==> config.mk <==
export PLATFORM = sky130hd
export DESIGN_NAME = ripemd160_hash_engine_flat
export DESIGN_NICKNAME = d
export VERILOG_FILES = /design/src/design/rmd160_pkg.sv /design/src/design/rmd160_stream_if.sv /design/src/design/rmd160_front.sv /design/src/design/rmd160_core.sv /design/src/design/ripemd160_hash_engine.sv /design/src/flat_wrapper.sv
export SDC_FILE = /design/constraint.sdc
export NUM_CORES = 2
export LEC_CHECK = 0
export BUFFER_PORTS_ARGS = -buffer_cell sky130_fd_sc_hd__clkbuf_2
export CAP_MARGIN = 10
export CORE_MARGIN = 5
export CORE_UTILIZATION = 65
export CTS_CLUSTER_SIZE = 25
export DETAILED_ROUTE_END_ITERATION = 10
export PLACE_DENSITY_LB_ADDON = 0.2
export SLEW_MARGIN = 15
export SYNTH_ARGS = -nofsm -noshare
export SYNTH_HDL_FRONTEND = slang
export SYNTH_HIERARCHICAL = 1
export SYNTH_SLANG_ARGS = --single-unit
==> constraint.sdc <==
create_clock -name clk -period 39.6 [get_ports clk]
set_clock_uncertainty 0.15 [all_clocks]
set_input_delay 7.92 -clock clk [delete_from_list [all_inputs] [get_ports clk]]
set_output_delay 7.92 -clock clk [all_outputs]
set_load 0.05 [all_outputs]
==> src/design/rmd160_pkg.sv <==
package rmd160_pkg;

	typedef struct packed {
		logic [31:0] word;
		logic [2:0]  nbytes;
		logic        last;
	} item_t;

	typedef logic [31:0] word_t;

	localparam logic [31:0] IV0 = 32'h67452301;
	localparam logic [31:0] IV1 = 32'hEFCDAB89;
	localparam logic [31:0] IV2 = 32'h98BADCFE;
	localparam logic [31:0] IV3 = 32'h10325476;
	localparam logic [31:0] IV4 = 32'hC3D2E1F0;
	localparam logic [5:0]  PAD_LIMIT = 6'd55;
	localparam int QUEUE_DEPTH = 2;

	function automatic logic [3:0] sel_left(input logic [6:0] j);
		logic [3:0] t [80];
		t = '{4'd0,4'd1,4'd2,4'd3,4'd4,4'd5,4'd6,4'd7,4'd8,4'd9,4'd10,4'd11,4'd12,4'd13,
			4'd14,4'd15,
			4'd7,4'd4,4'd13,4'd1,4'd10,4'd6,4'd15,4'd3,4'd12,4'd0,4'd9,4'd5,4'd2,4'd14,
			4'd11,4'd8,
			4'd3,4'd10,4'd14,4'd4,4'd9,4'd15,4'd8,4'd1,4'd2,4'd7,4'd0,4'd6,4'd13,4'd11,
			4'd5,4'd12,
			4'd1,4'd9,4'd11,4'd10,4'd0,4'd8,4'd12,4'd4,4'd13,4'd3,4'd7,4'd15,4'd14,4'd5,
			4'd6,4'd2,
			4'd4,4'd0,4'd5,4'd9,4'd7,4'd12,4'd2,4'd10,4'd14,4'd1,4'd3,4'd8,4'd11,4'd6,
			4'd15,4'd13};
		return t[j];
	endfunction

	function automatic logic [3:0] sel_right(input logic [6:0] j);
		logic [3:0] t [80];
		t = '{4'd5,4'd14,4'd7,4'd0,4'd9,4'd2,4'd11,4'd4,4'd13,4'd6,4'd15,4'd8,4'd1,4'd10,
			4'd3,4'd12,
			4'd6,4'd11,4'd3,4'd7,4'd0,4'd13,4'd5,4'd10,4'd14,4'd15,4'd8,4'd12,4'd4,4'd9,
			4'd1,4'd2,
			4'd15,4'd5,4'd1,4'd3,4'd7,4'd14,4'd6,4'd9,4'd11,4'd8,4'd12,4'd2,4'd10,4'd0,
			4'd4,4'd13,
			4'd8,4'd6,4'd4,4'd1,4'd3,4'd11,4'd15,4'd0,4'd5,4'd12,4'd2,4'd13,4'd9,4'd7,
			4'd10,4'd14,
			4'd12,4'd15,4'd10,4'd4,4'd1,4'd5,4'd8,4'd7,4'd6,4'd2,4'd13,4'd14,4'd0,4'd3,
			4'd9,4'd11};
		return t[j];
	endfunction

	function automatic logic [3:0] rot_left(input logic [6:0] j);
		logic [3:0] t [80];
		t = '{4'd11,4'd14,4'd15,4'd12,4'd5,4'd8,4'd7,4'd9,4'd11,4'd13,4'd14,4'd15,4'd6,
			4'd7,4'd9,4'd8,
			4'd7,4'd6,4'd8,4'd13,4'd11,4'd9,4'd7,4'd15,4'd7,4'd12,4'd15,4'd9,4'd11,4'd7,
			4'd13,4'd12,
			4'd11,4'd13,4'd6,4'd7,4'd14,4'd9,4'd13,4'd15,4'd14,4'd8,4'd13,4'd6,4'd5,4'd12,
			4'd7,4'd5,
			4'd11,4'd12,4'd14,4'd15,4'd14,4'd15,4'd9,4'd8,4'd9,4'd14,4'd5,4'd6,4'd8,4'd6,
			4'd5,4'd12,
			4'd9,4'd15,4'd5,4'd11,4'd6,4'd8,4'd13,4'd12,4'd5,4'd12,4'd13,4'd14,4'd11,4'd8,
			4'd5,4'd6};
		return t[j];
	endfunction

	function automatic logic [3:0] rot_right(input logic [6:0] j);
		logic [3:0] t [80];
		t = '{4'd8,4'd9,4'd9,4'd11,4'd13,4'd15,4'd15,4'd5,4'd7,4'd7,4'd8,4'd11,4'd14,
			4'd14,4'd12,4'd6,
			4'd9,4'd13,4'd15,4'd7,4'd12,4'd8,4'd9,4'd11,4'd7,4'd7,4'd12,4'd7,4'd6,4'd15,
			4'd13,4'd11,
			4'd9,4'd7,4'd15,4'd11,4'd8,4'd6,4'd6,4'd14,4'd12,4'd13,4'd5,4'd14,4'd13,4'd13,
			4'd7,4'd5,
			4'd15,4'd5,4'd8,4'd11,4'd14,4'd14,4'd6,4'd14,4'd6,4'd9,4'd12,4'd9,4'd12,4'd5,
			4'd15,4'd8,
			4'd8,4'd5,4'd12,4'd9,4'd12,4'd5,4'd14,4'd6,4'd8,4'd13,4'd6,4'd5,4'd15,4'd13,
			4'd11,4'd11};
		return t[j];
	endfunction

	function automatic logic [31:0] add_left(input logic [2:0] r);
		case (r)
			3'd0: return 32'h00000000;
			3'd1: return 32'h5A827999;
			3'd2: return 32'h6ED9EBA1;
			3'd3: return 32'h8F1BBCDC;
			default: return 32'hA953FD4E;
		endcase
	endfunction

	function automatic logic [31:0] add_right(input logic [2:0] r);
		case (r)
			3'd0: return 32'h50A28BE6;
			3'd1: return 32'h5C4DD124;
			3'd2: return 32'h6D703EF3;
			3'd3: return 32'h7A6D76E9;
			default: return 32'h00000000;
		endcase
	endfunction

	function automatic logic [31:0] mix(input logic [2:0] r, input logic [31:0] x,
		input logic [31:0] y, input logic [31:0] z);
		case (r)
			3'd0: return x ^ y ^ z;
			3'd1: return (x & y) | (~x & z);
			3'd2: return (x | ~y) ^ z;
			3'd3: return (x & z) | (y & ~z);
			default: return x ^ (y | ~z);
		endcase
	endfunction

	function automatic logic [31:0] rotl(input logic [31:0] x, input logic [3:0] s);
		logic [63:0] d;
		d = {x, x} << s;
		return d[63:32];
	endfunction

endpackage

==> src/design/rmd160_stream_if.sv <==
interface rmd160_stream_if #(parameter int W = 36);
	logic         valid;
	logic         ready;
	logic [W-1:0] payload;
	modport source(output valid, output payload, input ready);
	modport sink(input valid, input payload, output ready);
endinterface

==> src/design/rmd160_front.sv <==
// Accepts words into a small queue so the core can run while the source moves on.
module rmd160_front (
	input  logic                 clk,
	input  logic                 arst_n,
	rmd160_stream_if.sink        in_ch,
	output rmd160_pkg::item_t    head,
	output logic                 head_valid,
	input  logic                 head_pop
);
	rmd160_pkg::item_t slot_q [rmd160_pkg::QUEUE_DEPTH];
	logic rd_q, wr_q;
	logic [1:0] cnt_q;
	logic push;

	assign in_ch.ready = (cnt_q != 2'(rmd160_pkg::QUEUE_DEPTH));
	assign push = in_ch.valid && in_ch.ready;
	assign head = slot_q[rd_q];
	assign head_valid = (cnt_q != 2'd0);

	always_ff @(posedge clk) begin
		if (push) begin
			slot_q[wr_q] <= rmd160_pkg::item_t'(in_ch.payload);
		end
	end

	always_ff @(posedge clk or negedge arst_n) begin
		if (!arst_n) begin
			rd_q <= 1'b0;
			wr_q <= 1'b0;
			cnt_q <= 2'd0;
		end else begin
			if (push) wr_q <= ~wr_q;
			if (head_pop) rd_q <= ~rd_q;
			cnt_q <= cnt_q + 2'(push) - 2'(head_pop);
		end
	end
endmodule

==> src/design/rmd160_core.sv <==
// Gathers words, pads the last block, runs one step of both lines per cycle and sends the digest.
module rmd160_core (
	input  logic                 clk,
	input  logic                 arst_n,
	input  rmd160_pkg::item_t    head,
	input  logic                 head_valid,
	output logic                 head_pop,
	rmd160_stream_if.source      out_ch
);
	typedef enum logic [6:0] {
		ST_IDLE = 7'b0000001,
		ST_COMP = 7'b0000010,
		ST_PAD  = 7'b0000100,
		ST_LEN  = 7'b0001000,
		ST_OUT  = 7'b0010000,
		ST_PADF = 7'b0100000,
		ST_FIN  = 7'b1000000
	} state_t;

	state_t state_q;
	logic [31:0] blk_q [16];
	logic [31:0] cv_q [5];
	logic [31:0] al_q, bl_q, cl_q, dl_q, el_q, ar_q, br_q, cr_q, dr_q, er_q;
	logic [6:0] step_q;
	logic [3:0] fill_q;
	logic [63:0] len_q;
	logic [5:0] pend_q;
	logic final_q, need_len_q, extra_q;
	logic [2:0] oidx_q;
	logic [31:0] odata_q;
	logic ovalid_q, olast_q;

	logic [2:0] rd, rdr;
	logic [31:0] tl, tr, word_m;
	logic [2:0] vb;
	logic [5:0] pend;
	logic [63:0] bits;
	logic [31:0] pad_bit;
	logic [2:0] onext;

	assign rd = 3'(step_q[6:4]);
	assign rdr = 3'd4 - rd;
	assign tl = rmd160_pkg::rotl(al_q + rmd160_pkg::mix(rd, bl_q, cl_q, dl_q)
		+ blk_q[rmd160_pkg::sel_left(step_q)] + rmd160_pkg::add_left(rd),
		rmd160_pkg::rot_left(step_q)) + el_q;
	assign tr = rmd160_pkg::rotl(ar_q + rmd160_pkg::mix(rdr, br_q, cr_q, dr_q)
		+ blk_q[rmd160_pkg::sel_right(step_q)] + rmd160_pkg::add_right(rd),
		rmd160_pkg::rot_right(step_q)) + er_q;
	assign pad_bit = 32'h80 << {pend_q[1:0], 3'b000};
	assign onext = oidx_q + 3'd1;

	always_comb begin
		vb = (head.nbytes > 3'd4) ? 3'd4 : head.nbytes;
		case (vb)
			3'd0: word_m = 32'h0;
			3'd1: word_m = {24'h0, head.word[7:0]};
			3'd2: word_m = {16'h0, head.word[15:0]};
			3'd3: word_m = {8'h0, head.word[23:0]};
			default: word_m = head.word;
		endcase
		pend = {fill_q, 2'b00} + 6'(vb);
		bits = len_q << 3;
	end

	assign head_pop = (state_q == ST_IDLE) && head_valid;
	assign out_ch.valid = ovalid_q;
	assign out_ch.payload = {odata_q, oidx_q, olast_q};

	always_ff @(posedge clk) begin
		case (state_q)
			ST_IDLE: begin
				if (head_valid) begin
					blk_q[fill_q] <= head.last ? word_m : head.word;
				end
				al_q <= cv_q[0]; bl_q <= cv_q[1]; cl_q <= cv_q[2];
				dl_q <= cv_q[3]; el_q <= cv_q[4];
				ar_q <= cv_q[0]; br_q <= cv_q[1]; cr_q <= cv_q[2];
				dr_q <= cv_q[3]; er_q <= cv_q[4];
			end
			ST_COMP: begin
				al_q <= el_q; el_q <= dl_q; dl_q <= rmd160_pkg::rotl(cl_q, 4'd10);
				cl_q <= bl_q; bl_q <= tl;
				ar_q <= er_q; er_q <= dr_q; dr_q <= rmd160_pkg::rotl(cr_q, 4'd10);
				cr_q <= br_q; br_q <= tr;
			end
			ST_PAD: begin
				// Bytes past the message are cleared and the pad byte lands right after the message.
				for (int k = 0; k < 16; k++) begin
					if (4'(k) == pend_q[5:2])
						blk_q[k] <= ((pend_q[1:0] == 2'd0) ? 32'h0 : blk_q[k]) | pad_bit;
					else if (4'(k) > pend_q[5:2])
						blk_q[k] <= 32'h0;
				end
			end
			ST_FIN: begin
				al_q <= cv_q[0]; bl_q <= cv_q[1]; cl_q <= cv_q[2];
				dl_q <= cv_q[3]; el_q <= cv_q[4];
				ar_q <= cv_q[0]; br_q <= cv_q[1]; cr_q <= cv_q[2];
				dr_q <= cv_q[3]; er_q <= cv_q[4];
			end
			ST_PADF: begin
				for (int k = 0; k < 16; k++) blk_q[k] <= 32'h0;
			end
			ST_LEN: begin
				blk_q[14] <= bits[31:0];
				blk_q[15] <= bits[63:32];
				al_q <= cv_q[0]; bl_q <= cv_q[1]; cl_q <= cv_q[2];
				dl_q <= cv_q[3]; el_q <= cv_q[4];
				ar_q <= cv_q[0]; br_q <= cv_q[1]; cr_q <= cv_q[2];
				dr_q <= cv_q[3]; er_q <= cv_q[4];
			end
			default: begin
			end
		endcase
	end

	always_ff @(posedge clk or negedge arst_n) begin
		if (!arst_n) begin
			state_q <= ST_IDLE;
			cv_q <= '{rmd160_pkg::IV0, rmd160_pkg::IV1, rmd160_pkg::IV2,
				rmd160_pkg::IV3, rmd160_pkg::IV4};
			step_q <= 7'd0;
			fill_q <= 4'd0;
			len_q <= 64'd0;
			pend_q <= 6'd0;
			final_q <= 1'b0;
			need_len_q <= 1'b0;
			extra_q <= 1'b0;
			oidx_q <= 3'd0;
			odata_q <= 32'h0;
			ovalid_q <= 1'b0;
			olast_q <= 1'b0;
		end else begin
			case (state_q)
				ST_IDLE: begin
					if (head_valid) begin
						step_q <= 7'd0;
						if (!head.last) begin
							len_q <= len_q + 64'd4;
							fill_q <= fill_q + 4'd1;
							final_q <= 1'b0;
							if (fill_q == 4'd15) state_q <= ST_COMP;
						end else begin
							len_q <= len_q + 64'(vb);
							final_q <= 1'b1;
							if (pend == 6'd0 && fill_q == 4'd15 && vb == 3'd4) begin
								pend_q <= 6'd0;
								state_q <= ST_COMP;
							end else begin
								pend_q <= pend;
								state_q <= ST_PAD;
							end
							fill_q <= 4'd0;
						end
					end
				end
				ST_COMP: begin
					step_q <= step_q + 7'd1;
					if (step_q == 7'd79) begin
						cv_q[0] <= cv_q[1] + bl_q + rmd160_pkg::rotl(cr_q, 4'd10);
						cv_q[1] <= cv_q[2] + rmd160_pkg::rotl(cl_q, 4'd10) + dr_q;
						cv_q[2] <= cv_q[3] + dl_q + er_q;
						cv_q[3] <= cv_q[4] + el_q + tr;
						cv_q[4] <= cv_q[0] + tl + br_q;
						if (!final_q) state_q <= ST_IDLE;
						else if (need_len_q) state_q <= ST_OUT;
						else if (extra_q) state_q <= ST_PADF;
						else state_q <= ST_PAD;
					end
				end
				ST_PAD: begin
					if (pend_q > rmd160_pkg::PAD_LIMIT) state_q <= ST_FIN;
					else state_q <= ST_LEN;
				end
				ST_FIN: begin
					// Compress the padded block, then start the length block.
					step_q <= 7'd0;
					need_len_q <= 1'b0;
					extra_q <= 1'b1;
					state_q <= ST_COMP;
				end
				ST_PADF: begin
					extra_q <= 1'b0;
					state_q <= ST_LEN;
				end
				ST_LEN: begin
					step_q <= 7'd0;
					need_len_q <= 1'b1;
					oidx_q <= 3'd0;
					state_q <= ST_COMP;
				end
				ST_OUT: begin
					if (!ovalid_q) begin
						ovalid_q <= 1'b1;
						odata_q <= cv_q[0];
						oidx_q <= 3'd0;
						olast_q <= 1'b0;
					end else if (out_ch.ready) begin
						if (olast_q) begin
							ovalid_q <= 1'b0;
							olast_q <= 1'b0;
							oidx_q <= 3'd0;
							need_len_q <= 1'b0;
							final_q <= 1'b0;
							len_q <= 64'd0;
							cv_q <= '{rmd160_pkg::IV0, rmd160_pkg::IV1, rmd160_pkg::IV2,
								rmd160_pkg::IV3, rmd160_pkg::IV4};
							state_q <= ST_IDLE;
						end else begin
							odata_q <= cv_q[onext];
							oidx_q <= onext;
							olast_q <= (oidx_q == 3'd3);
						end
					end
				end
				default: state_q <= ST_IDLE;
			endcase
		end
	end
endmodule

==> src/design/ripemd160_hash_engine.sv <==
// RIPEMD-160 engine: a non-final word is stored, and every sixteenth word starts
// a compression, both lines stepping once per cycle in two parallel round datapaths;
// a final word adds padding, one or two compressions and five output transactions.
module ripemd160_hash_engine (
	input  logic            clk,
	input  logic            arst_n,
	rmd160_stream_if.sink   in_ch,
	rmd160_stream_if.source out_ch
);
	rmd160_pkg::item_t head;
	logic head_valid, head_pop;

	rmd160_front u_front (
		.clk, .arst_n, .in_ch, .head, .head_valid, .head_pop
	);
	rmd160_core u_core (
		.clk, .arst_n, .head, .head_valid, .head_pop, .out_ch
	);
endmodule

==> src/flat_wrapper.sv <==
// flat-port wrapper written by rule: the top's interface ports become plain ports
module ripemd160_hash_engine_flat 
  (clk, arst_n, in_ch_valid, in_ch_payload, in_ch_ready, out_ch_valid, out_ch_payload, out_ch_ready);
  rmd160_stream_if in_ch_i ();
  rmd160_stream_if out_ch_i ();
  input  logic clk;
  input  logic arst_n;
  input wire logic [$bits(in_ch_i.valid)-1:0] in_ch_valid;
  input wire logic [$bits(in_ch_i.payload)-1:0] in_ch_payload;
  output wire logic [$bits(in_ch_i.ready)-1:0] in_ch_ready;
  output wire logic [$bits(out_ch_i.valid)-1:0] out_ch_valid;
  output wire logic [$bits(out_ch_i.payload)-1:0] out_ch_payload;
  input wire logic [$bits(out_ch_i.ready)-1:0] out_ch_ready;
  assign in_ch_i.valid = in_ch_valid;
  assign in_ch_i.payload = in_ch_payload;
  assign in_ch_ready = in_ch_i.ready;
  assign out_ch_valid = out_ch_i.valid;
  assign out_ch_payload = out_ch_i.payload;
  assign out_ch_i.ready = out_ch_ready;
  ripemd160_hash_engine u_core (.clk(clk), .arst_n(arst_n), .in_ch(in_ch_i), .out_ch(out_ch_i));
endmodule
==> results_dict.tcl <==
set metrics [dict create \
    outcome "finished, final reports clean" \
    finalWorstSetupSlack_ns 21.36 \
    cts.repair.resized 0 \
    cap_violations 0 \
    worstMarginPinSlew_ns 1.34 \
    dp_slack_ns 22.15 \
    hold_viol_final 0 \
    die_x_um 377 \
    grt_pass1_vias 75266 \
    timing.final.crit_share_pct 46.1 \
    worstHoldStart "u_core/u_core/odata_q[7]" \
    grt_util_all_layers_pct 46.7 \
    worst_path_largest_cell_delay_ns 0.81 \
    ant_nets 0 \
    synth_edf_count 840 \
    grt_pass1_wl_um 493000 \
    cts_made_buffers 136 \
    place.gp.congestion 1.03 \
    avgSynthCellArea_um2 9.09 \
    synth_ff_type "edfxtp_1" \
    fp.dieH_um 377 \
    ios 78 \
    dp_hpwl_um 240000 \
    cp_data_required_time_ns 40.09 \
    crit_start "u_core/u_core/step_q[6]" \
    hold_buffers 0 \
    grt_antenna_before_repair 9 \
    cts_tree "done" \
    critPathSlowestCell "clkinv_1" \
    dieArea_mm2 0.142 \
    fin_crit_ns 18.24 \
    crit_path_max_fanout 151 \
    ctsRootBufferMaster "clkbuf_16" \
    overflow 0 \
    wl_per_cell_um 30.2 \
    drt-initial-drc-count 13068 \
    clkSinkCount 1193 \
    synth_area_mm2 0.0875 \
    fin_nets 10049 \
    drc 0 \
    ys_types 101 \
    slew_viol_final 0 \
    grt_max_degree 182 \
    crit_top_cell "a21oi_1" \
    coreArea_mm2 0.134 \
    htreeDepth 4 \
    mostFrequentLayoutCell "nand2_1" \
    drive_gt1_share_pct 7.58 \
    placed_area_mm2 0.0891 \
    setup_viol 0 \
    slew_headroom_pct 9.46 \
    arrival_ns 18.73 \
    critPathCaptureType "flip-flop" \
    yosysTopAreaCell "edfxtp_1" \
    critPathLaunchType "flip-flop" \
    start_util_pct 65.5 \
    hp-class "flip-flop to flip-flop" \
    synth_cells 9628 \
    cts_buffer_depth 3 \
    yosysTopAreaCellShare_pct 28.8 \
    synthTopCellsByArea "edfxtp_1, nand2_1, fa_1" \
    ys_seq_area_share_pct 38.7 \
    vias_per_cell 7.08 \
    most-common-layout-cells "nand2_1, nor2_1, edfxtp_1" \
    rsz0062_at_grt "false" \
    syn2layout_area_growth_pct 7.07 \
    async_reset_ff_share_pct 24.2 \
    final_area_mm2 0.0937 \
    yosysWarnings 6 \
    post_cts_buffers 0 \
    port_buffers 77 \
    first_pass_iters 10 \
    rows 134 \
    finalSetupTns_ns 0 \
    synthesis.nets 10319 \
    fmax_mhz 54.8 \
    criticalPathCategory "flip-flop to flip-flop" \
    clock_latency_ns 0.78 \
    wirelength_um 340000 \
    ff2ff_setup_slack_ns 21.36 \
    ys_ff_latch 1193 \
    vias 79663 \
    r2r-start "u_core/u_core/step_q[6]" \
    clk_pin_slew_ns 0.06 \
]
==> stage by stage <==
stage / util, % / std cells / hold WS (ns)
after floorplan: - / 9628 / 0.311
after global placement: 66.7 / 10988 / 0.312
after detailed placement: 66.7 / 10988 / 0.320
after CTS: 70.1 / 11242 / 0.332
after global routing: 70.1 / 11243 / 0.362
final: 70.1 / 11254 / 0.332
==> synthesized netlist by cell type (136+ instances only) <==
library cell,count
inv_1,392
fa_1,285
nor2_1,885
xnor2_1,224
a311oi_1,136
mux2i_1,309
dfrtp_1,208
edfxtp_1,840
ha_1,366
nand2_1,1818
o21ai_0,484
a211oi_1,222
clkbuf_1,491
and2_1,162
and3_1,141
a21oi_1,624
xor2_1,183
a31oi_1,144
a21o_1,157
==> final cells by class <==
class | instances | area, um2
Multi-Input combinational cell | 7426 | 50100
Fill cell | 10125 | 40000
Sequential cell | 1193 | 33900
Clock buffer | 194 | 3900
Tap cell | 1768 | 2210
Inverter | 397 | 1490
Timing Repair Buffer | 204 | 1470
Clock inverter | 60 | 606
Antenna cell | 12 | 30.0
==> state kept, by name, summed over array words and instances, names as in the netlist, 7 cells and up <==
signal,flops
u_core/u_core/al_q,32
u_core/u_core/ar_q,32
u_core/u_core/bl_q,32
u_core/u_core/blk_q,512
u_core/u_core/br_q,32
u_core/u_core/cl_q,32
u_core/u_core/cr_q,32
u_core/u_core/cv_q,160
u_core/u_core/dl_q,32
u_core/u_core/dr_q,32
u_core/u_core/el_q,32
u_core/u_core/er_q,32
u_core/u_core/len_q,61
u_core/u_core/odata_q,32
u_core/u_core/state_q,7
u_core/u_core/step_q,7
u_core/u_front/slot_q,72
==> worst max-delay path: cells and delay by family (launching register included) <==
kind                       cells  cell delay, ns
buffers and inverters          5            2.46
adders and majority gates      7            2.86
and+or+nand+nor               12            3.16
AOI/OAI and AO/OA             26            6.91
DFF                            1            0.79
muxes                          1            0.38
xor gates and xnor gates       4            1.03
==> worst paths after layout <==
check,endpoint,depth (start not counted)
max,u_core/u_core/cv_q[31],55
min,u_core/u_core/odata_q[7],2
max reg2reg,u_core/u_core/cv_q[31],55
min reg2reg,u_core/u_core/odata_q[7],2
max in group asynchronous,u_core/u_core/len_q[38],3
min in group asynchronous,u_core/u_core/odata_q[22],1
==> cells by family (layout without fill, tap and decap cells) <==
family	after synthesis	after routing	synth area share, %
simple gates	3560	3560	17.5
compound gates	2346	2346	17.3
flops	1193	1193	38.7
buf+inv	1009	855	4.46
fa+ha+maj	653	653	11.8
mux	458	458	6.17
xor+xnor	409	409	4.11
other cells	0	12	0
==> layer usage <==
layer | part of all wire [%] | wire (um) | track usage [%] | vias to the layer above
met1 | 35 | 121000 | 62.0 | 37964
met4 | 7.3 | 25000 | 27.1 | 2
li1 | - | - | - | 33685
met3 | 17 | 57600 | 18.6 | 1413
met5 | 0.0029 | 10 | 0 | -
met2 | 40 | 137000 | 65.1 | 6599
Power is left out: the tool's default activity adds up to more than one toggle a clock period on the data nets, which glitch-free logic cannot reach.
